$ cat config.mk
export PLATFORM = sky130hd
export DESIGN_NAME = midpoint_circle_rasterizer_flat
export DESIGN_NICKNAME = d
export VERILOG_FILES = /design/src/rtl/core/mcr_pkg.sv /design/src/rtl/core/mcr_if.sv /design/src/rtl/core/mcr_step.sv /design/src/rtl/core/mcr_emit.sv /design/src/rtl/core/midpoint_circle_rasterizer.sv /design/src/flat_wrapper.sv
export SDC_FILE = /design/constraint.sdc
export NUM_CORES = 1
export LEC_CHECK = 0
export ABC_CLOCK_PERIOD_IN_PS = 10400
export BUFFER_PORTS_ARGS = -buffer_cell sky130_fd_sc_hd__buf_2
export CAP_MARGIN = 20
export CELL_PAD_IN_SITES_DETAIL_PLACEMENT = 1
export CELL_PAD_IN_SITES_GLOBAL_PLACEMENT = 2
export CORE_UTILIZATION = 40
export CTS_CLUSTER_DIAMETER = 40
export DETAILED_ROUTE_END_ITERATION = 8
export PLACE_DENSITY = 0.91
export SYNTH_ARGS = -nofsm -noshare
export SYNTH_HDL_FRONTEND = slang
export SYNTH_SLANG_ARGS = --single-unit
$ cat constraint.sdc
create_clock -name clk -period 10.4 [get_ports clk]
set_input_delay 3.12 -clock clk [delete_from_list [all_inputs] [get_ports clk]]
set_output_delay 3.12 -clock clk [all_outputs]
set_load 0.05 [all_outputs]
$ cat src/rtl/core/mcr_pkg.sv
package mcr_pkg;

	localparam int COORD_BITS = 10;
	localparam int OFF_W      = COORD_BITS + 1;
	localparam int STEP_W     = COORD_BITS + 3;
	localparam int DEC_W      = COORD_BITS + 4;
	localparam int OUT_W      = 12;
	localparam int PIX_W      = (COORD_BITS + 3 > OUT_W) ? COORD_BITS + 3 : OUT_W;
	localparam int COLOR_W    = 16;
	localparam int SCR_W      = 10;
	localparam int CFG_IDX_W  = 1;
	localparam int IDX_W      = 3;

	localparam logic MODE_START = 1'b0;
	localparam logic MODE_STEP  = 1'b1;

	localparam logic [CFG_IDX_W-1:0] REG_SCREEN_WIDTH  = 1'd0;
	localparam logic [CFG_IDX_W-1:0] REG_SCREEN_HEIGHT = 1'd1;

	localparam logic [SCR_W-1:0] WIDTH_RST  = 10'd320;
	localparam logic [SCR_W-1:0] HEIGHT_RST = 10'd240;

	localparam logic [IDX_W-1:0] AXIS_LAST = 3'd3;
	localparam logic [IDX_W-1:0] OCT_LAST  = 3'd7;

	typedef struct packed {
		logic                  axis;
		logic                  done;
		logic [COORD_BITS-1:0] cx;
		logic [COORD_BITS-1:0] cy;
		logic [OFF_W-1:0]      ox;
		logic [OFF_W-1:0]      oy;
		logic [COLOR_W-1:0]    color;
	} grp_t;

	typedef struct packed {
		logic signed [OUT_W-1:0] x;
		logic signed [OUT_W-1:0] y;
		logic [COLOR_W-1:0]      color;
		logic                    visible;
		logic                    last;
		logic                    done;
	} pix_t;

endpackage

$ cat src/rtl/core/mcr_if.sv
interface mcr_in_if;
	logic                          valid;
	logic                          ready;
	logic                          mode;
	logic [mcr_pkg::COORD_BITS-1:0] center_x;
	logic [mcr_pkg::COORD_BITS-1:0] center_y;
	logic [mcr_pkg::COORD_BITS-1:0] radius;
	logic [mcr_pkg::COLOR_W-1:0]    color;

	modport source (output valid, mode, center_x, center_y, radius, color, input ready);
	modport sink   (input valid, mode, center_x, center_y, radius, color, output ready);
endinterface

interface mcr_out_if;
	logic                                valid;
	logic                                ready;
	logic signed [mcr_pkg::OUT_W-1:0]    pixel_x;
	logic signed [mcr_pkg::OUT_W-1:0]    pixel_y;
	logic [mcr_pkg::COLOR_W-1:0]         pixel_color;
	logic                                visible;
	logic                                group_last;
	logic                                circle_done;

	modport source (output valid, pixel_x, pixel_y, pixel_color, visible, group_last,
		circle_done, input ready);
	modport sink   (input valid, pixel_x, pixel_y, pixel_color, visible, group_last,
		circle_done, output ready);
endinterface

interface mcr_cfg_if;
	logic                           valid;
	logic                           ready;
	logic [mcr_pkg::CFG_IDX_W-1:0]  index;
	logic [mcr_pkg::SCR_W-1:0]      data;

	modport source (output valid, index, data, input ready);
	modport sink   (input valid, index, data, output ready);
endinterface

$ cat src/rtl/core/mcr_step.sv
module mcr_step (
	input  logic          clk,
	input  logic          arst_n,
	mcr_in_if.sink        cmd,
	input  logic          grp_take,
	output logic          grp_vld,
	output mcr_pkg::grp_t grp
);

	logic                                   busy_q;
	logic                                   axis_q;
	logic [mcr_pkg::COORD_BITS-1:0]         cen_x_q;
	logic [mcr_pkg::COORD_BITS-1:0]         cen_y_q;
	logic [mcr_pkg::OFF_W-1:0]              off_x_q;
	logic [mcr_pkg::OFF_W-1:0]              off_y_q;
	logic signed [mcr_pkg::DEC_W-1:0]       dec_q;
	logic signed [mcr_pkg::STEP_W-1:0]      step_x_q;
	logic signed [mcr_pkg::STEP_W-1:0]      step_y_q;
	logic [mcr_pkg::COLOR_W-1:0]            color_q;
	logic                                   grp_vld_q;
	mcr_pkg::grp_t                          grp_q;

	logic                                   acc;
	logic                                   start;
	logic                                   load;
	logic                                   d_ge;
	logic [mcr_pkg::OFF_W-1:0]              ox_n;
	logic [mcr_pkg::OFF_W-1:0]              oy_n;
	logic signed [mcr_pkg::STEP_W-1:0]      sx_n;
	logic signed [mcr_pkg::STEP_W-1:0]      sy_n;
	logic signed [mcr_pkg::DEC_W-1:0]       d1;
	logic signed [mcr_pkg::DEC_W-1:0]       d_n;
	logic                                   axis_done;
	logic                                   oct_done;
	mcr_pkg::grp_t                          grp_d;

	assign cmd.ready = !grp_vld_q || grp_take;
	assign acc       = cmd.valid && cmd.ready;
	assign start     = acc && (cmd.mode == mcr_pkg::MODE_START);
	assign load      = acc && (cmd.mode == mcr_pkg::MODE_STEP) && busy_q;

	// one midpoint step: optional y move, then x move
	always_comb begin
		d_ge = !dec_q[mcr_pkg::DEC_W-1];
		sy_n = d_ge ? step_y_q + mcr_pkg::STEP_W'(2) : step_y_q;
		oy_n = d_ge ? off_y_q - mcr_pkg::OFF_W'(1) : off_y_q;
		d1   = d_ge ? dec_q + mcr_pkg::DEC_W'(sy_n) : dec_q;
		sx_n = step_x_q + mcr_pkg::STEP_W'(2);
		ox_n = off_x_q + mcr_pkg::OFF_W'(1);
		d_n  = d1 + mcr_pkg::DEC_W'(sx_n);
		axis_done = !(off_x_q < off_y_q);
		oct_done  = !(ox_n < oy_n);
	end

	always_comb begin
		grp_d.axis  = axis_q;
		grp_d.done  = axis_q ? axis_done : oct_done;
		grp_d.cx    = cen_x_q;
		grp_d.cy    = cen_y_q;
		grp_d.ox    = axis_q ? off_x_q : ox_n;
		grp_d.oy    = axis_q ? off_y_q : oy_n;
		grp_d.color = color_q;
	end

	always_ff @(posedge clk or negedge arst_n) begin
		if (!arst_n) begin
			busy_q    <= 1'b0;
			axis_q    <= 1'b0;
			cen_x_q   <= '0;
			cen_y_q   <= '0;
			off_x_q   <= '0;
			off_y_q   <= '0;
			dec_q     <= '0;
			step_x_q  <= '0;
			step_y_q  <= '0;
			color_q   <= '0;
			grp_vld_q <= 1'b0;
		end else begin
			if (start) begin
				cen_x_q  <= cmd.center_x;
				cen_y_q  <= cmd.center_y;
				color_q  <= cmd.color;
				off_x_q  <= '0;
				off_y_q  <= mcr_pkg::OFF_W'(cmd.radius);
				dec_q    <= mcr_pkg::DEC_W'(1) - mcr_pkg::DEC_W'(cmd.radius);
				step_x_q <= mcr_pkg::STEP_W'(1);
				step_y_q <= -(mcr_pkg::STEP_W'(cmd.radius) <<< 1);
				busy_q   <= 1'b1;
				axis_q   <= 1'b1;
			end else if (load) begin
				if (axis_q) begin
					axis_q <= 1'b0;
					if (axis_done)
						busy_q <= 1'b0;
				end else begin
					off_x_q  <= ox_n;
					off_y_q  <= oy_n;
					step_x_q <= sx_n;
					step_y_q <= sy_n;
					dec_q    <= d_n;
					if (oct_done)
						busy_q <= 1'b0;
				end
			end
			if (load)
				grp_vld_q <= 1'b1;
			else if (grp_take)
				grp_vld_q <= 1'b0;
		end
	end

	always_ff @(posedge clk) begin
		if (load)
			grp_q <= grp_d;
	end

	assign grp_vld = grp_vld_q;
	assign grp     = grp_q;

	a_axis_busy: assert property (@(posedge clk) disable iff (!arst_n)
		axis_q |-> busy_q)
		else $error("axis group pending without a circle");

	a_load_grp: assert property (@(posedge clk) disable iff (!arst_n)
		load |=> grp_vld_q)
		else $error("step beat did not fill the group register");

	a_busy_fall: assert property (@(posedge clk) disable iff (!arst_n)
		$fell(busy_q) |-> $past(load) && grp_vld_q && grp_q.done)
		else $error("circle ended without a final group");

endmodule

$ cat src/rtl/core/mcr_emit.sv
module mcr_emit (
	input  logic                        clk,
	input  logic                        arst_n,
	input  logic                        grp_vld,
	input  mcr_pkg::grp_t               grp,
	input  logic [mcr_pkg::SCR_W-1:0]   width,
	input  logic [mcr_pkg::SCR_W-1:0]   height,
	output logic                        grp_take,
	mcr_out_if.source                   pix
);

	logic [mcr_pkg::IDX_W-1:0]        idx_q;
	logic                             out_vld_q;
	mcr_pkg::pix_t                    out_q;

	logic                             out_free;
	logic                             adv;
	logic                             last;
	logic [mcr_pkg::IDX_W-1:0]        oi;
	logic [mcr_pkg::OFF_W-1:0]        a;
	logic [mcr_pkg::OFF_W-1:0]        b;
	logic signed [mcr_pkg::PIX_W-1:0] px;
	logic signed [mcr_pkg::PIX_W-1:0] py;
	mcr_pkg::pix_t                    pix_d;

	assign out_free = !out_vld_q || pix.ready;
	assign adv      = grp_vld && out_free;
	assign last     = idx_q == (grp.axis ? mcr_pkg::AXIS_LAST : mcr_pkg::OCT_LAST);
	assign grp_take = adv && last;

	// axis points reuse the octant pattern with x = 0
	always_comb begin
		if (grp.axis) begin
			case (idx_q)
				3'd0:    oi = 3'd0;
				3'd1:    oi = 3'd2;
				3'd2:    oi = 3'd4;
				default: oi = 3'd5;
			endcase
		end else begin
			oi = idx_q;
		end
		// bit 2 swaps x and y, bit 0 negates the column term, bit 1 the row term
		a  = oi[2] ? grp.oy : grp.ox;
		b  = oi[2] ? grp.ox : grp.oy;
		px = oi[0] ? mcr_pkg::PIX_W'(grp.cx) - mcr_pkg::PIX_W'(a)
			: mcr_pkg::PIX_W'(grp.cx) + mcr_pkg::PIX_W'(a);
		py = oi[1] ? mcr_pkg::PIX_W'(grp.cy) - mcr_pkg::PIX_W'(b)
			: mcr_pkg::PIX_W'(grp.cy) + mcr_pkg::PIX_W'(b);
		pix_d.x       = px[mcr_pkg::OUT_W-1:0];
		pix_d.y       = py[mcr_pkg::OUT_W-1:0];
		pix_d.color   = grp.color;
		pix_d.visible = !px[mcr_pkg::PIX_W-1] && !py[mcr_pkg::PIX_W-1]
			&& (px < $signed(mcr_pkg::PIX_W'(width)))
			&& (py < $signed(mcr_pkg::PIX_W'(height)));
		pix_d.last    = last;
		pix_d.done    = grp.done;
	end

	always_ff @(posedge clk or negedge arst_n) begin
		if (!arst_n) begin
			idx_q     <= '0;
			out_vld_q <= 1'b0;
		end else begin
			if (adv)
				idx_q <= last ? '0 : idx_q + mcr_pkg::IDX_W'(1);
			if (adv)
				out_vld_q <= 1'b1;
			else if (pix.ready)
				out_vld_q <= 1'b0;
		end
	end

	always_ff @(posedge clk) begin
		if (adv)
			out_q <= pix_d;
	end

	assign pix.valid       = out_vld_q;
	assign pix.pixel_x     = out_q.x;
	assign pix.pixel_y     = out_q.y;
	assign pix.pixel_color = out_q.color;
	assign pix.visible     = out_q.visible;
	assign pix.group_last  = out_q.last;
	assign pix.circle_done = out_q.done;

	a_idx_in_grp: assert property (@(posedge clk) disable iff (!arst_n)
		(idx_q != '0) |-> grp_vld)
		else $error("pixel counter running with no group held");

	a_take_last: assert property (@(posedge clk) disable iff (!arst_n)
		grp_take |=> out_vld_q && out_q.last)
		else $error("group released without its last beat");

	a_axis_len: assert property (@(posedge clk) disable iff (!arst_n)
		(grp_vld && grp.axis) |-> (idx_q <= mcr_pkg::AXIS_LAST))
		else $error("axis group ran past four pixels");

endmodule

$ cat src/rtl/core/midpoint_circle_rasterizer.sv
// Midpoint circle rasterizer. A start beat (mode 0) loads centre, radius and colour and
// yields nothing; each step beat (mode 1) taken while a circle is in progress yields one
// pixel group: four axis points first, then eight mirrored points per step, each tagged
// visible when on screen. Step state is updated in the cycle the beat is taken and the
// group is parked in a single group register, from which the output register sends one
// pixel beat per cycle while the sink is ready. The next command beat is taken in the cycle
// the last pixel of the current group moves to the output register. Screen width and height
// are written through the config channel, which is always ready.
module midpoint_circle_rasterizer (
	input  logic      clk,
	input  logic      arst_n,
	mcr_in_if.sink    cmd,
	mcr_out_if.source pix,
	mcr_cfg_if.sink   cfg
);

	logic [mcr_pkg::SCR_W-1:0] width_q;
	logic [mcr_pkg::SCR_W-1:0] height_q;
	logic                      grp_vld;
	logic                      grp_take;
	mcr_pkg::grp_t             grp;

	assign cfg.ready = 1'b1;

	always_ff @(posedge clk or negedge arst_n) begin
		if (!arst_n) begin
			width_q  <= mcr_pkg::WIDTH_RST;
			height_q <= mcr_pkg::HEIGHT_RST;
		end else if (cfg.valid) begin
			unique case (cfg.index)
				mcr_pkg::REG_SCREEN_WIDTH:  width_q  <= cfg.data;
				mcr_pkg::REG_SCREEN_HEIGHT: height_q <= cfg.data;
				default: ;
			endcase
		end
	end

	mcr_step u_step (
		.clk      (clk),
		.arst_n   (arst_n),
		.cmd      (cmd),
		.grp_take (grp_take),
		.grp_vld  (grp_vld),
		.grp      (grp)
	);

	mcr_emit u_emit (
		.clk      (clk),
		.arst_n   (arst_n),
		.grp_vld  (grp_vld),
		.grp      (grp),
		.width    (width_q),
		.height   (height_q),
		.grp_take (grp_take),
		.pix      (pix)
	);

endmodule
$ cat src/flat_wrapper.sv
// flat-port wrapper written by rule: the top's interface ports become plain ports
module midpoint_circle_rasterizer_flat 
  (clk, arst_n, cmd_valid, cmd_mode, cmd_center_x, cmd_center_y, cmd_radius, cmd_color, cmd_ready, pix_valid, pix_pixel_x, pix_pixel_y, pix_pixel_color, pix_visible, pix_group_last, pix_circle_done, pix_ready, cfg_valid, cfg_index, cfg_data, cfg_ready);
  mcr_in_if cmd_i ();
  mcr_out_if pix_i ();
  mcr_cfg_if cfg_i ();
  input  logic clk;
  input  logic arst_n;
  input wire logic [$bits(cmd_i.valid)-1:0] cmd_valid;
  input wire logic [$bits(cmd_i.mode)-1:0] cmd_mode;
  input wire logic [$bits(cmd_i.center_x)-1:0] cmd_center_x;
  input wire logic [$bits(cmd_i.center_y)-1:0] cmd_center_y;
  input wire logic [$bits(cmd_i.radius)-1:0] cmd_radius;
  input wire logic [$bits(cmd_i.color)-1:0] cmd_color;
  output wire logic [$bits(cmd_i.ready)-1:0] cmd_ready;
  output wire logic [$bits(pix_i.valid)-1:0] pix_valid;
  output wire logic [$bits(pix_i.pixel_x)-1:0] pix_pixel_x;
  output wire logic [$bits(pix_i.pixel_y)-1:0] pix_pixel_y;
  output wire logic [$bits(pix_i.pixel_color)-1:0] pix_pixel_color;
  output wire logic [$bits(pix_i.visible)-1:0] pix_visible;
  output wire logic [$bits(pix_i.group_last)-1:0] pix_group_last;
  output wire logic [$bits(pix_i.circle_done)-1:0] pix_circle_done;
  input wire logic [$bits(pix_i.ready)-1:0] pix_ready;
  input wire logic [$bits(cfg_i.valid)-1:0] cfg_valid;
  input wire logic [$bits(cfg_i.index)-1:0] cfg_index;
  input wire logic [$bits(cfg_i.data)-1:0] cfg_data;
  output wire logic [$bits(cfg_i.ready)-1:0] cfg_ready;
  assign cmd_i.valid = cmd_valid;
  assign cmd_i.mode = cmd_mode;
  assign cmd_i.center_x = cmd_center_x;
  assign cmd_i.center_y = cmd_center_y;
  assign cmd_i.radius = cmd_radius;
  assign cmd_i.color = cmd_color;
  assign cmd_ready = cmd_i.ready;
  assign pix_valid = pix_i.valid;
  assign pix_pixel_x = pix_i.pixel_x;
  assign pix_pixel_y = pix_i.pixel_y;
  assign pix_pixel_color = pix_i.pixel_color;
  assign pix_visible = pix_i.visible;
  assign pix_group_last = pix_i.group_last;
  assign pix_circle_done = pix_i.circle_done;
  assign pix_i.ready = pix_ready;
  assign cfg_i.valid = cfg_valid;
  assign cfg_i.index = cfg_index;
  assign cfg_i.data = cfg_data;
  assign cfg_ready = cfg_i.ready;
  midpoint_circle_rasterizer u_core (.clk(clk), .arst_n(arst_n), .cmd(cmd_i), .pix(pix_i), .cfg(cfg_i));
endmodule
# Yosys cells after proc, flatten, opt, wreduce, memory -nomap -nowiden
# Index checks and enable logic that the tools add are counted.
totals:
  input_bits: 63
  ram_bits: 0
  latchBits: 0
  n_memories: 0
  regBits: 228
  elab_cells: 116
  mem_bits_ro: 0
op_classes:
  mul: 0
  div: 0
  magnitude_cmp: 4
  addsub: 13
  shifts: 0
  reduce_logical: 25
  n_eq_ne: 6
  bitwise: 2
  n_mux: 38
ops:
  columns: ["op", "n"]
  rows:
  - ["$mux W13", 9]
  - ["$mux W11", 9]
  - ["$mux W14", 4]
  - ["$add A14 B13 Y14", 2]
  - ["$add A13 B3 Y13 const B", 2]
  - ["$lt A13 B11 Y1", 2]
  - ["$add A10 B11 Y12", 2]
  - ["$sub A10 B11 Y12", 2]
  - ["$lt A11 B11 Y1", 2]
  - ["$neg A11 Y13", 1]
  - ["$mux W1", 12]
  - ["$add A11 B1 Y11 const B", 1]
  - ["$sub A1 B10 Y11 const A", 1]
  - ["$sub A11 B1 Y11 const B", 1]
  - ["$logic_and A1 B1 Y1", 9]
  - ["$mux W3", 3]
  - ["$pmux W3 S3", 1]
  - ["$logic_not A1 Y1", 6]
  - ["$ne A3 B3 Y1 const B", 2]
  - ["$reduce_and A2 Y1", 3]
  - ["$reduce_bool A2 Y1", 3]
  - ["$add A3 B1 Y3 const B", 1]
  - ["$eq A3 B1 Y1 const B", 1]
  - ["$eq A3 B2 Y1 const B", 1]
  - ["other kinds (6)", 8]

# Logic depth before layout (Yosys ltp)
logic_depth:
  ltp_word: 10
  ltp_mapped: 23

# By module
# Synthesis repeated with hierarchy kept, for this count alone.
hier_totals:
  hier_cells: 1384
  hier_area_um2: 13927.1
modules_own_cells:
  columns: ["mod", "cells_per_inst", "area_each_um2", "seq_area_each_um2", "instances"]
  rows:
  - ["mcr_step", 890, 8793.4, 4304.1, 1]
  - ["mcr_emit", 449, 4357.9, 1391.3, 1]
  - ["midpoint_circle_rasterizer", 45, 775.7, 508.0, 1]

# Worst setup path after synthesis
# No wires, ideal clock.
synth_path:
  path_type: "input -> output"
  start: "in pix_ready"
  end: "out cmd_ready"
  setup_slack_ns: 3.610
  path_stages: 3
  t_required_ns: 7.280
  arrival_time_ns: 3.670
  path_cell_list: "nand2b_1 > nand2_1 > nand2_1"
synth_between:
  elab_chain_len: 4
synth_lines:
  columns: ["item", "line_no", "text"]
  rows:
  - ["start, declared", "flat_wrapper.sv:23", "input wire logic [$bits(pix_i.ready)-1:0] pix_ready;"]
  - ["$logic_or A1 B1 Y1", "mcr_emit.sv:26", "assign out_free = !out_vld_q || pix.ready;"]
  - ["$logic_and A1 B1 Y1", "mcr_emit.sv:27", "assign adv = grp_vld && out_free;"]
  - ["$logic_and A1 B1 Y1", "mcr_emit.sv:29", "assign grp_take = adv && last;"]
  - ["$logic_or A1 B1 Y1", "mcr_step.sv:37", "assign cmd.ready = !grp_vld_q || grp_take;"]
  - ["end, declared", "flat_wrapper.sv:15", "output wire logic [$bits(cmd_i.ready)-1:0] cmd_ready;"]
# Every way passes these cells.

# Worst setup path in the final report
# Ends and elaborated chain as after synthesis.

==> results.md <==
| Result | Value |
| --- | --- |
| Maximum fanout along the worst path | 4 |
| Met2 track demand over resource | 37.8% |
| Finished Layout Cells | 1946 |
| Total area of sequential cells | 0.00620 mm² |
| Top FF cell, synth | dfrtp_1 |
| Area enclosed by the die boundary | 0.0348 mm² |
| Via count of the first global-routing pass | 11300 |
| Mapped cell area | 0.0136 mm² |
| Core outline area | 0.0335 mm² |
| Required time at the worst-slack endpoint | 7.28 ns |
| Instance count of the mapped netlist | 1355 |
| Run status | completed |
| Placer congestion estimate | 0.837 |
| Share of synthesized area occupied by flip-flops and latches | 45.6% |
| Slowest cell on the critical path | buf_2 |
| Fraction of registers with async set/reset | 54.6% |
| Number of buffers created by CTS | 41 |
| Global routing usage on met1 | 24.4% |
| Clock tree from TritonCTS | done |
| Ratio of cells with drive above 1 in the final layout | 17.0% |
| Final worst setup slack | 3.50 ns |
| Cell area reported after detailed placement | 0.0146 mm² |
| Total leakage power | 0.00715 µW |
| Max-Slew Margin vs Limit | 31.4% |
| Synthesized Nets | 1541 |
| Crit start category | input pin |
| GRT busiest layer | met2 |
| Pin count of the biggest net entering global routing | 80 |
| Slew at the pin with the worst max-slew slack | 1.03 ns |
| Final Hold Viols | 0 |
| Setup TNS | 0 ns |
| Cell-by-cell trace of the critical path | buf_2 -> nand2b_1 -> nand2_1 -> nand2_1 -> buf_2 |
| CTS H-Tree Depth | 2 |
| Post-synthesis register bit count | 227 |
| Latest clock arrival within the worst-skew pair | 0.56 ns |
| Port Buf Inserts | 107 |
| Final setup viols | 0 |
| CP arrival | 3.78 ns |
| R2r setup slk | 5.41 ns |
| Worst supply voltage drop on vdd | 0.183 mV |
| Routed vias/inst | 5.33 |
| Ant. Diodes | 0 |
| Synth cell types | 71 |
| Final cycle utilization of the critical path | 66.3% |
| Worst path buffer plus inverter count | 2 |
| Max-cap violation count | 0 |
| Wire length reported by the detailed router | 35200 µm |
| Routed WL per cell | 18.1 µm |
| Via count | 10400 |
| Clock Root Buffer | clkbuf_16 |
| HPWL Detailed | 24700 µm |
| Area added between synthesis and finish | 17.8% |
| Final number of max-transition violations | 0 |
| Largest delay contributor family on the critical path | buffers and inverters |
| Number of buffers inserted for hold repair after clock tree synthesis | 0 |
| Combined global-route utilization of all metal layers | 20.8% |
| Total of cells resized after clock tree synthesis | 0 |
| Clock Skew | 0.0232 ns |
| Mean instance size in the synthesized netlist | 10.0 µm² |
| Horizontal die dimension | 186 µm |
| Min Clock Period, post-route | 6.90 ns |
| Area leader, netlist | edfxtp_1 |
| Multi-input gate area in the final layout | 0.00691 mm² |
| Number of antenna violations at the first check in global routing | 0 |
| Area fraction of the dominant cell type after synthesis | 22.7% |
| Iteration-0 DRC count of the detailed router | 445 |
| Timing-limited maximum frequency | 0.145 GHz |
| Dpl cells | 1869 |
| DRC violations left | 0 |
| Post-layout instance area | 0.0160 mm² |
| Number of clock sinks seen by CTS | 227 |
| Pre-antenna DRT Iters | 4 |
| Number of synthesized flops with an enable pin | 103 |
| Number of I/O pins | 109 |
| Total of fill cells in the finished design | 3765 |
| Final core utilization | 47.8% |
| Rows | 67 |
| Initial cell density of the core | 40.6% |
| Post-detailed-route count of antenna-violating nets | 0 |
| Yosys warning total | 0 |
| Unrepaired setup endpoints after global routing | false |
| Class of the tightest hold or removal check | reg -> reg |
| Worst slack, placed | 3.52 ns |
| Category of the worst setup path capture point | primary output |
| First-pass GRT wire length | 58200 µm |
| Clock input transition at the sequential cells of the worst setup and hold paths | 0.05 ns |
| Total congestion overflow | 0 |
| Net total in the final layout | 1651 |
| Buffers inserted by post-CTS timing repair | 0 |
| Die height | 186 µm |
| Power per cell area | 324 mW/mm² |
| CP max stage delay | 0.26 ns |
| Area contributors post-synth | edfxtp_1 23%, dfrtp_1 22%, ha_1 11%, nand2_1 5.7%, xnor2_1 4.6% |
| Critical Setup Path Class | in -> out |
| GR met3 Demand/Resource | 3.20% |
| Maximum clock insertion buffer count | 3 |
## cell type report
cell class,count,share of cell area [%]
clock buffers,49,6.98
clock inverters,27,1.88
inverters,83,1.95
multi-input cells,993,43.1
flip-flops and latches,227,38.7
well taps,448,3.50
repair buffers,119,3.92
## state kept, by name, indices dropped and copies added (netlist names), 3 cells and up
register / count
u_core.height_q: 10
u_core.u_step.step_x_q: 13
u_core.u_emit.pix.pixel_color: 16
u_core.u_step.dec_q: 14
u_core.u_emit.idx_q: 3
u_core.u_step.off_y_q: 11
u_core.u_emit.pix.pixel_y: 12
u_core.u_emit.pix.pixel_x: 12
u_core.u_step.color_q: 16
u_core.width_q: 10
u_core.u_step.cen_x_q: 10
u_core.u_step.grp: 60
u_core.u_step.step_y_q: 12
u_core.u_step.cen_y_q: 10
u_core.u_step.off_x_q: 11
## power by group
| part | internal, µW | leakage [µW] | switching, µW |
|---|---|---|---|
| Clock | 883 | 0.000691 | 494 |
| Sequential | 1310 | 0.00249 | 184 |
| Combinational | 860 | 0.00396 | 1460 |
## path summary, 6_finish.rpt
check / startpoint / cells past startpoint / end
worst max register to register: u_core.u_step.grp[59] / 16 / u_core.u_emit.pix.visible
worst max-delay path: pix_ready / 5 / cmd_ready
worst min register to register: u_core.u_step.grp[5] / 0 / u_core.u_emit.pix.pixel_color[5]
max in group asynchronous: arst_n / 2 / u_core.u_step.step_y_q[10]
worst min-delay path: u_core.u_step.grp[5] / 0 / u_core.u_emit.pix.pixel_color[5]
min in group asynchronous: arst_n / 1 / u_core.height_q[3]
## cells in the mapped netlist (all sizes together), types with 5 or more instances
cell,count
a41oi,5
a21o,17
mux2i,8
nand2,207
edfxtp,103
o21a,8
clkbuf,43
xor2,46
nand4,7
a211oi,13
and3,7
nor3,28
a221o,8
or3,15
a31oi,9
fa,6
nand2b,14
nor4,8
o211ai,8
nand3,26
and2,7
o41ai,6
nor2,88
o31ai,6
buf,9
ha,117
dfrtp,118
o21bai,5
inv,83
xnor2,72
dfstp,6
mux2,38
a22o,16
nor2b,14
a21oi,49
o21ai,92
## placed cells by master, fill, tap and decap left out, drive strengths merged, types with 8 or more instances in the layout
| master | n |
|---|---|
| nor3 | 28 |
| a31oi | 9 |
| o21ai | 92 |
| a211oi | 13 |
| a221o | 8 |
| ha | 117 |
| clkbuf | 49 |
| nand2b | 14 |
| o21a | 8 |
| nor2 | 88 |
| mux2i | 8 |
| xnor2 | 72 |
| nor2b | 14 |
| edfxtp | 103 |
| buf | 119 |
| a22o | 16 |
| nor4 | 8 |
| nand3 | 26 |
| mux2 | 38 |
| a21o | 17 |
| dfrtp | 118 |
| xor2 | 46 |
| nand2 | 207 |
| inv | 95 |
| o211ai | 8 |
| or3 | 15 |
| a21oi | 49 |
## worst register-to-register path: stages, from the launching register on
cell and delay, ns:
edfxtp_1 0.53, a21oi_2 0.17, buf_4 0.30, mux2_2 0.46
ha_1 0.31, a21oi_1 0.12, nor2b_1 0.07, o31a_1 0.26
o41ai_1 0.45, nor2_1 0.11, a211oi_1 0.33, o21ai_0 0.15
xor2_1 0.33, ha_1 0.33, a211o_1 0.27, a2111o_1 0.42
nor4_2 0.16
## per-stage QoR
| step | hold slack, ns | total power (µW) |
|---|---|---|
| global placement | 0.403 | 3680 |
| detailed placement | 0.406 | 3800 |
| finish | 0.413 | 5190 |
| CTS | 0.414 | 5240 |
| floorplan | 0.400 | 3190 |
| global route | 0.424 | 5540 |
## routing by layer
layer | up-vias | wire, µm
li1 | 4994 | -
met5 | - | 0
met2 | 169 | 18300
met3 | 68 | 1110
met1 | 5135 | 14800
met4 | 0 | 1010
## cells by family after synthesis
group           share of synthesized area [%]
compound gates                           13.0
xor+xnor                                 7.59
fa+ha+maj                                11.6
buf+inv                                  3.81
flops                                    45.6
mux                                      3.73
other cells                            0.0276
simple gates                             14.6
Power figures use the tool's default switching activity.
